### config.mk
export PLATFORM = sky130hd
export DESIGN_NAME = pat_section_parser_core
export DESIGN_NICKNAME = d
export VERILOG_FILES = /design/src/rtl/core/psp_pkg.sv /design/src/rtl/core/psp_entry_ram.sv /design/src/rtl/core/pat_section_parser_core.sv
export SDC_FILE = /design/constraint.sdc
export NUM_CORES = 2
export LEC_CHECK = 0
export ABC_AREA = 1
export BUFFER_PORTS_ARGS = -buffer_cell sky130_fd_sc_hd__buf_2
export CAP_MARGIN = 20
export CORE_MARGIN = 2
export CORE_UTILIZATION = 25
export CTS_BUF_LIST = sky130_fd_sc_hd__clkbuf_8
export DETAILED_ROUTE_END_ITERATION = 16
export SYNTH_ARGS = -nofsm -noshare
export SYNTH_HDL_FRONTEND = slang
export SYNTH_SLANG_ARGS = --single-unit
### constraint.sdc
create_clock -name clk -period 13.53 [get_ports clk]
set_input_delay 1.353 -clock clk [delete_from_list [all_inputs] [get_ports clk]]
set_output_delay 1.353 -clock clk [all_outputs]
set_load 0.005 [all_outputs]
### src/rtl/core/psp_pkg.sv
`timescale 1ns / 1ps
// ----------------------------------------------------------------------------
// psp_pkg
// Shared constants and types of the PAT section parser: table size, field
// widths, request and result codes and the result record.
// ----------------------------------------------------------------------------
package psp_pkg;

	localparam int MAX_ENTRIES = 64;
	localparam int ADDR_W      = (MAX_ENTRIES > 1) ? $clog2(MAX_ENTRIES) : 1;
	localparam int CNT_W       = $clog2(MAX_ENTRIES + 1);
	localparam int ENTRY_W     = 29;
	localparam int POS_W       = 12;
	localparam logic [POS_W-1:0] POS_MAX = 12'hFFF;

	localparam logic OP_BYTE   = 1'b0;
	localparam logic OP_LOOKUP = 1'b1;

	typedef enum logic [1:0] {
		RK_HEADER = 2'd0,
		RK_ENTRY  = 2'd1,
		RK_LOOKUP = 2'd2
	} psp_kind_t;

	typedef enum logic {
		LK_IDLE = 1'b0,
		LK_SCAN = 1'b1
	} psp_lk_state_t;

	typedef struct packed {
		psp_kind_t   kind;
		logic [7:0]  tbl_id;
		logic        syntax_indicator;
		logic [11:0] sect_len;
		logic [15:0] stream_id;
		logic [4:0]  version;
		logic        current_next;
		logic [7:0]  section_index;
		logic [7:0]  last_section_index;
		logic [9:0]  entry_total;
		logic [15:0] prog_num;
		logic [12:0] pid;
	} psp_result_t;

endpackage

### src/rtl/core/psp_entry_ram.sv
`timescale 1ns / 1ps
// ----------------------------------------------------------------------------
// psp_entry_ram
// Entry table: one write port and one read port with registered read data.
// Each word holds the program number above the 13-bit PID.
// ----------------------------------------------------------------------------
module psp_entry_ram import psp_pkg::*; (
	input  logic               clk,
	input  logic               wr_en,
	input  logic [ADDR_W-1:0]  wr_addr,
	input  logic [ENTRY_W-1:0] wr_data,
	input  logic [ADDR_W-1:0]  rd_addr,
	output logic [ENTRY_W-1:0] rd_data
);

	logic [ENTRY_W-1:0] mem [MAX_ENTRIES];

	always_ff @(posedge clk) begin
		if (wr_en) begin
			mem[wr_addr] <= wr_data;
		end
	end

	always_ff @(posedge clk) begin
		rd_data <= mem[rd_addr];
	end

endmodule

### src/rtl/core/pat_section_parser_core.sv
`timescale 1ns / 1ps
// ----------------------------------------------------------------------------
// pat_section_parser_core
// Parses PAT section bytes into header and entry results, stores the entries
// of the current section and answers PMT PID lookups by program number.
// ----------------------------------------------------------------------------
//  channel | direction | handshake            | payload
//  in      | request   | in_valid / in_stall  | opcode, data_byte, first_byte, svc_id
//  out     | result    | out_valid / out_stall| result_kind ... pid
//
//  A byte item can be taken every cycle while in_stall is low.
//  A lookup on an empty table is answered without a RAM walk. Otherwise it walks the
//  entry RAM one word a cycle and holds in_stall until the walk has answered.
//  Results go to an output register backed by one skid register, so input is
//  stalled only while the skid register is occupied or a lookup runs.
//  Reset clears all control state; the entry RAM is not cleared.
// ----------------------------------------------------------------------------
module pat_section_parser_core import psp_pkg::*; (
	input  logic        clk,
	input  logic        arst_n,
	input  logic        in_valid,
	output logic        in_stall,
	input  logic        opcode,
	input  logic [7:0]  data_byte,
	input  logic        first_byte,
	input  logic [15:0] svc_id,
	output logic        out_valid,
	input  logic        out_stall,
	output logic [1:0]  result_kind,
	output logic [7:0]  tbl_id,
	output logic        syntax_indicator,
	output logic [11:0] sect_len,
	output logic [15:0] stream_id,
	output logic [4:0]  version,
	output logic        current_next,
	output logic [7:0]  section_index,
	output logic [7:0]  last_section_index,
	output logic [9:0]  entry_total,
	output logic [15:0] prog_num,
	output logic [12:0] pid
);

	logic [POS_W-1:0]   pos_q;
	logic [55:0]        hdr_q;
	logic [9:0]         exp_q;
	logic [23:0]        part_q;
	logic [CNT_W-1:0]   stored_q;

	psp_lk_state_t      state_q, state_d;
	logic               issue_q;
	logic [ADDR_W-1:0]  addr_q;
	logic               chk_s1;
	logic               last_s1;
	logic [15:0]        sid_q;

	psp_result_t        out_q, skid_q, new_res;
	logic               out_valid_q, skid_valid_q, new_valid;

	logic               in_fire, byte_fire, lk_fire, lk_start;
	logic [POS_W-1:0]   pos_eff, pos_d, rel;
	logic [63:0]        hdr_full;
	logic [11:0]        len;
	logic [9:0]         exp_calc, idx;
	logic [1:0]         sub;
	logic               in_hdr, hdr_done, entry_live, entry_done;
	logic [31:0]        word;
	logic [CNT_W-1:0]   stored_base;
	logic               wr_en;
	logic [ENTRY_W-1:0] rd_data;
	logic [15:0]        rd_prog;
	logic               last_addr, match, lk_done, out_open;

	assign in_stall  = (state_q == LK_SCAN) | skid_valid_q;
	assign in_fire   = in_valid & ~in_stall;
	assign byte_fire = in_fire & (opcode == OP_BYTE);
	assign lk_fire   = in_fire & (opcode == OP_LOOKUP);
	assign lk_start  = lk_fire & (stored_q != '0);

	// Byte decode: a first byte restarts the section at position 0.
	always_comb begin
		pos_eff     = first_byte ? '0 : pos_q;
		pos_d       = (pos_eff < POS_MAX) ? pos_eff + POS_W'(1) : pos_eff;
		hdr_full    = {hdr_q, data_byte};
		len         = hdr_full[51:40];
		exp_calc    = (len < 12'd9) ? '0 : 10'((len - 12'd9) >> 2);
		rel         = pos_eff - POS_W'(8);
		idx         = rel[11:2];
		sub         = rel[1:0];
		in_hdr      = pos_eff < POS_W'(8);
		hdr_done    = byte_fire & (pos_eff == POS_W'(7));
		entry_live  = ~in_hdr & (idx < exp_q);
		entry_done  = byte_fire & entry_live & (sub == 2'd3);
		word        = {part_q, data_byte};
		stored_base = first_byte ? '0 : stored_q;
		wr_en       = entry_done & (stored_base < CNT_W'(MAX_ENTRIES));
	end

	always_ff @(posedge clk or negedge arst_n) begin
		if (!arst_n) begin
			pos_q    <= '0;
			exp_q    <= '0;
			stored_q <= '0;
		end else if (byte_fire) begin
			pos_q    <= pos_d;
			stored_q <= stored_base + CNT_W'(wr_en);
			if (hdr_done) begin
				exp_q <= exp_calc;
			end else if (first_byte) begin
				exp_q <= '0;
			end
		end
	end

	always_ff @(posedge clk) begin
		if (byte_fire && in_hdr) begin
			hdr_q <= {hdr_q[47:0], data_byte};
		end
		if (byte_fire && entry_live && sub != 2'd3) begin
			part_q <= {part_q[15:0], data_byte};
		end
		if (lk_start) begin
			sid_q <= svc_id;
		end
	end

	psp_entry_ram u_ram (
		.clk     (clk),
		.wr_en   (wr_en),
		.wr_addr (stored_base[ADDR_W-1:0]),
		.wr_data ({word[31:16], word[12:0]}),
		.rd_addr (addr_q),
		.rd_data (rd_data)
	);

	// Lookup walk: one address issued per cycle, compared in the next cycle.
	assign rd_prog   = rd_data[28:13];
	assign last_addr = (CNT_W'(addr_q) + CNT_W'(1)) == stored_q;
	assign match     = chk_s1 & (rd_prog != 16'd0) & (rd_prog == sid_q);
	assign lk_done   = chk_s1 & (match | last_s1);

	always_comb begin
		state_d = state_q;
		unique case (state_q)
			LK_IDLE: begin
				if (lk_start) begin
					state_d = LK_SCAN;
				end
			end
			LK_SCAN: begin
				if (lk_done) begin
					state_d = LK_IDLE;
				end
			end
			default: state_d = LK_IDLE;
		endcase
	end

	always_ff @(posedge clk or negedge arst_n) begin
		if (!arst_n) begin
			state_q <= LK_IDLE;
			issue_q <= 1'b0;
			addr_q  <= '0;
			chk_s1  <= 1'b0;
			last_s1 <= 1'b0;
		end else begin
			state_q <= state_d;
			chk_s1  <= issue_q & ~lk_done;
			last_s1 <= last_addr;
			if (lk_start) begin
				issue_q <= 1'b1;
				addr_q  <= '0;
			end else if (lk_done) begin
				issue_q <= 1'b0;
			end else if (issue_q) begin
				addr_q  <= addr_q + ADDR_W'(1);
				issue_q <= ~last_addr;
			end
		end
	end

	// Result builder: the sources never fire in the same cycle.
	always_comb begin
		new_res   = '0;
		new_valid = 1'b0;
		priority if (hdr_done) begin
			new_valid                  = 1'b1;
			new_res.kind               = RK_HEADER;
			new_res.tbl_id             = hdr_full[63:56];
			new_res.syntax_indicator   = hdr_full[55];
			new_res.sect_len           = len;
			new_res.stream_id          = hdr_full[39:24];
			new_res.version            = hdr_full[21:17];
			new_res.current_next       = hdr_full[16];
			new_res.section_index      = hdr_full[15:8];
			new_res.last_section_index = hdr_full[7:0];
			new_res.entry_total        = exp_calc;
		end else if (entry_done) begin
			new_valid        = 1'b1;
			new_res.kind     = RK_ENTRY;
			new_res.prog_num = word[31:16];
			new_res.pid      = word[12:0];
		end else if (lk_fire && !lk_start) begin
			new_valid        = 1'b1;
			new_res.kind     = RK_LOOKUP;
			new_res.prog_num = svc_id;
		end else if (lk_done) begin
			new_valid        = 1'b1;
			new_res.kind     = RK_LOOKUP;
			new_res.prog_num = sid_q;
			new_res.pid      = match ? rd_data[12:0] : 13'd0;
		end else begin
			new_valid = 1'b0;
		end
	end

	assign out_open = ~out_valid_q | ~out_stall;

	always_ff @(posedge clk or negedge arst_n) begin
		if (!arst_n) begin
			out_valid_q  <= 1'b0;
			skid_valid_q <= 1'b0;
		end else if (out_open) begin
			out_valid_q  <= skid_valid_q | new_valid;
			skid_valid_q <= 1'b0;
		end else if (new_valid) begin
			skid_valid_q <= 1'b1;
		end
	end

	always_ff @(posedge clk) begin
		if (out_open) begin
			out_q <= skid_valid_q ? skid_q : new_res;
		end else if (new_valid) begin
			skid_q <= new_res;
		end
	end

	assign out_valid          = out_valid_q;
	assign result_kind        = out_q.kind;
	assign tbl_id             = out_q.tbl_id;
	assign syntax_indicator   = out_q.syntax_indicator;
	assign sect_len           = out_q.sect_len;
	assign stream_id          = out_q.stream_id;
	assign version            = out_q.version;
	assign current_next       = out_q.current_next;
	assign section_index      = out_q.section_index;
	assign last_section_index = out_q.last_section_index;
	assign entry_total        = out_q.entry_total;
	assign prog_num           = out_q.prog_num;
	assign pid                = out_q.pid;

`ifndef ASSERT_OFF
	a_skid_no_overwrite: assert property (@(posedge clk) disable iff (!arst_n)
		skid_valid_q |-> !new_valid)
		else $error("result produced while the skid register is occupied");

	a_stored_bound: assert property (@(posedge clk) disable iff (!arst_n)
		stored_q <= CNT_W'(MAX_ENTRIES))
		else $error("stored entry count exceeds table size");

	a_scan_nonempty: assert property (@(posedge clk) disable iff (!arst_n)
		(state_q == LK_SCAN) |-> (stored_q != '0))
		else $error("lookup walk running on an empty table");

	a_issue_in_range: assert property (@(posedge clk) disable iff (!arst_n)
		issue_q |-> (CNT_W'(addr_q) < stored_q))
		else $error("lookup reads beyond the stored entries");

	a_done_ends_scan: assert property (@(posedge clk) disable iff (!arst_n)
		lk_done |=> (state_q == LK_IDLE) && !chk_s1)
		else $error("lookup walk did not stop after its answer");
`endif

endmodule
==> results.cfg <==
[status]
status = finished, final reports clean

[worst_setup_path]
r2r_end = u_ram.mem[0][27]
crit_type = in2reg
worstPathMaxFanout = 16
r2r_slack_ns = 7.99
worstPathArrival_ns = 6.81
rr_startpoint = pos_q[3]
worstSetupEndpointType = register
crit_required_ns = 14.23
cp-startpoint = first_byte
rr_worst_depth = 21
endpoint = u_ram.mem[0][27]
start_kind = primary input

[drt]
route.vias.total = 55584
routedWlPerCell_um = 22.1
via_per_inst = 4.71
detail-route-antenna-nets = 0
first_pass_iters = 6
wl_um = 261000
drt_iter0_markers = 7196
drcViolationCount = 0

[clock_network]
clock-sinks = 2222
clk_latency_ns = 1.08
postCtsHoldBufs = 0
htree_levels = 5
cts_setup_buffers = 0
cts_root_buf = clkbuf_8
cts_buffers = 363
clock_path_buffers = 4
path_clk_slew_ns = 0.06
tritoncts = yes
ctsResizeCount = 0

[die]
die-area_mm2 = 0.356
core-area_mm2 = 0.350
chipWidth_um = 597
initial_core_util = 0.251
fp.dieH_um = 597
io_pins = 132
rows = 217

[cells_and_area]
final_cell_area_mm2 = 0.101
nets = 7003
utilization = 0.288
syn2layout_area_growth_pct = 14.4
final-instance-count-excl-fill = 11810
fillers = 35267
drive_gt1_frac = 0.112

[sta]
fin_setup_tns_ns = 0
worst_slew_pin_slew_ns = 1.20
fin_worst_skew_ns = 0.139
finalCritPeriodShare = 0.452
holdWs_ns = 0.333
fin_crit_ns = 6.11
setup_violations = 0
rsz0062_at_grt = no
hold_viol = 0
maxSlewHeadroom = 0.201
drv_slew = 0
fmax_mhz = 164

[yosys]
yosysWarnings = 0
ys_ff_latch = 2222
ys_types = 42
ys_top_cells_by_area = edfxtp_1 (74%), nand2_1 (6.1%), nor2_1 (2.9%)
avgSynthCellArea_um2 = 13.1
synthCells = 6728
ys_seq_area_frac = 0.753
syn_nets = 6773
synth_top_area_share = 0.735
syn_area_mm2 = 0.0879
yosysTopAreaCell = edfxtp_1

[grt]
antenna_found_initial = 27
grt_pass1_vias = 52740
grt_pass1_wl_um = 368000
track_usage = 0.141
grt_max_degree = 177
gr-total-overflow = 0

[power_and_ir_drop]
p_leak_nw = 34.8
ir_worst_vdd_v = 0.000150
p_per_area_mw_per_mm2 = 185

[placed_design]
placed_cells = 11188
hpwl_um = 154000
gp_congestion = 0.936
post_dp_cell_area_mm2 = 0.0941
port-buffer-count = 131

[min_path]
hold_class = reg2reg

[flow_run]
cap_viol_max_count = 0
## logic make-up after synthesis
group / synth area share
AOI/OAI and AO/OA: 0.0885
xor gates and xnor gates: 0.00249
adders and majority gates: 0.00214
buffers and inverters: 0.0264
DFF: 0.753
muxes: 0.0264
and+or+nand+nor: 0.101
## cells in the final DEF (no fill, tap or decap), types with 175 or more instances in the layout
master / count
mux2i_1: 232
o22ai_1: 232
nor2_1: 601
inv_1: 265
a21oi_1: 324
o21ai_0: 457
nand2_1: 1423
o211ai_1: 175
o21ai_1: 214
clkbuf_8: 376
edfxtp_1: 2152
## cell usage after synthesis (all sizes together)
cell    count
o22ai     232
nor2      676
a21oi     325
nor3       10
ha         15
o21ai     672
xnor2      10
clkinv      2
a22oi       1
mux2i     232
o21a        1
nand3b      8
inv       167
xor2       15
buf       147
nand2    1428
nand4       8
dfxtp      29
nand3     122
clkbuf    246
dfrtp      41
nor4        5
edfxtp   2152
o211ai    175
or2         9
## per-layer routing
metal | GRT usage | routed length (um) | vias to the layer above
met5 | 0 | 61 | -
met4 | 0.0622 | 10900 | 10
met3 | 0.0339 | 26200 | 465
met2 | 0.214 | 117000 | 2682
met1 | 0.190 | 107000 | 27568
li1 | - | - | 24859
## state kept, by name (all words and copies together) (netlist names), 2 cells and up
| signal | count |
|---|---|
| entry_total | 10 |
| pos_q | 12 |
| part_q | 24 |
| addr_q | 6 |
| exp_q | 10 |
| hdr_q | 56 |
| skid_q | 100 |
| u_ram.rd_data | 29 |
| tbl_id | 8 |
| sid_q | 16 |
| version | 5 |
| sect_len | 12 |
| u_ram.mem | 1856 |
| stream_id | 16 |
| section_index | 8 |
| pid | 13 |
| stored_q | 7 |
| last_section_index | 8 |
| prog_num | 16 |
| result_kind | 2 |
## report_power, final
part           leakage (nW)  internal [mW]  switching (mW)
Clock                  3.70           2.70            2.60
Sequential             20.3           7.72           0.192
Combinational          10.8           1.37            4.00
Total                  34.8           11.8            6.79
## worst min-delay path by stage
| stage | start | endpoint | slack [ns] | depth (start not counted) |
|---|---|---|---|---|
| floorplan | hdr_q[14] | hdr_q[22] | 0.40 | 0 |
| global placement | hdr_q[46] | hdr_q[54] | 0.40 | 0 |
| detailed placement | hdr_q[44] | hdr_q[52] | 0.41 | 0 |
| CTS | arst_n | exp_q[3] | 0.29 | 2 |
| global route | arst_n | exp_q[3] | 0.36 | 2 |
| finish | hdr_q[45] | hdr_q[53] | 0.33 | 0 |
## final cells by class
| class | instances | area, um^2 | area share |
|---|---|---|---|
| clock inverter | 236 | 1160 | 0.0116 |
| inverter | 169 | 659 | 0.00656 |
| sequential | 2222 | 66200 | 0.659 |
| clock buffer | 376 | 5170 | 0.0515 |
| multi-input combinational | 3944 | 19800 | 0.197 |
| tap | 4599 | 5750 | 0.0572 |
| antenna | 6 | 15.0 | 0.000149 |
| timing repair buffer | 258 | 1790 | 0.0178 |
## critical path: stages
cell and delay, ns:
buf_2 0.37, inv_2 0.15, nand2_1 0.22, ha_1 0.19, inv_1 0.05, nor2_1 0.14, inv_1 0.09, nor2_1 0.19
nand2_1 0.12, nor3_1 0.15, a21oi_1 0.08, ha_1 0.30, nand2_1 0.10, inv_1 0.06, nand3_1 0.07, nand4_1 0.12
a21oi_2 0.20, nand3_4 0.21, nor2_4 0.21, nand3b_1 0.80, buf_4 0.55, nor2_2 0.67, buf_4 0.37
## metrics by stage
step / total power [mW] / setup slack, ns
floorplan: 11.0 / 4.88
global placement: 13.3 / 6.31
detailed placement: 13.3 / 6.47
CTS: 18.6 / 7.58
global route: 19.3 / 7.06
finish: 18.6 / 7.42
Power figures use the tool's default switching activity.
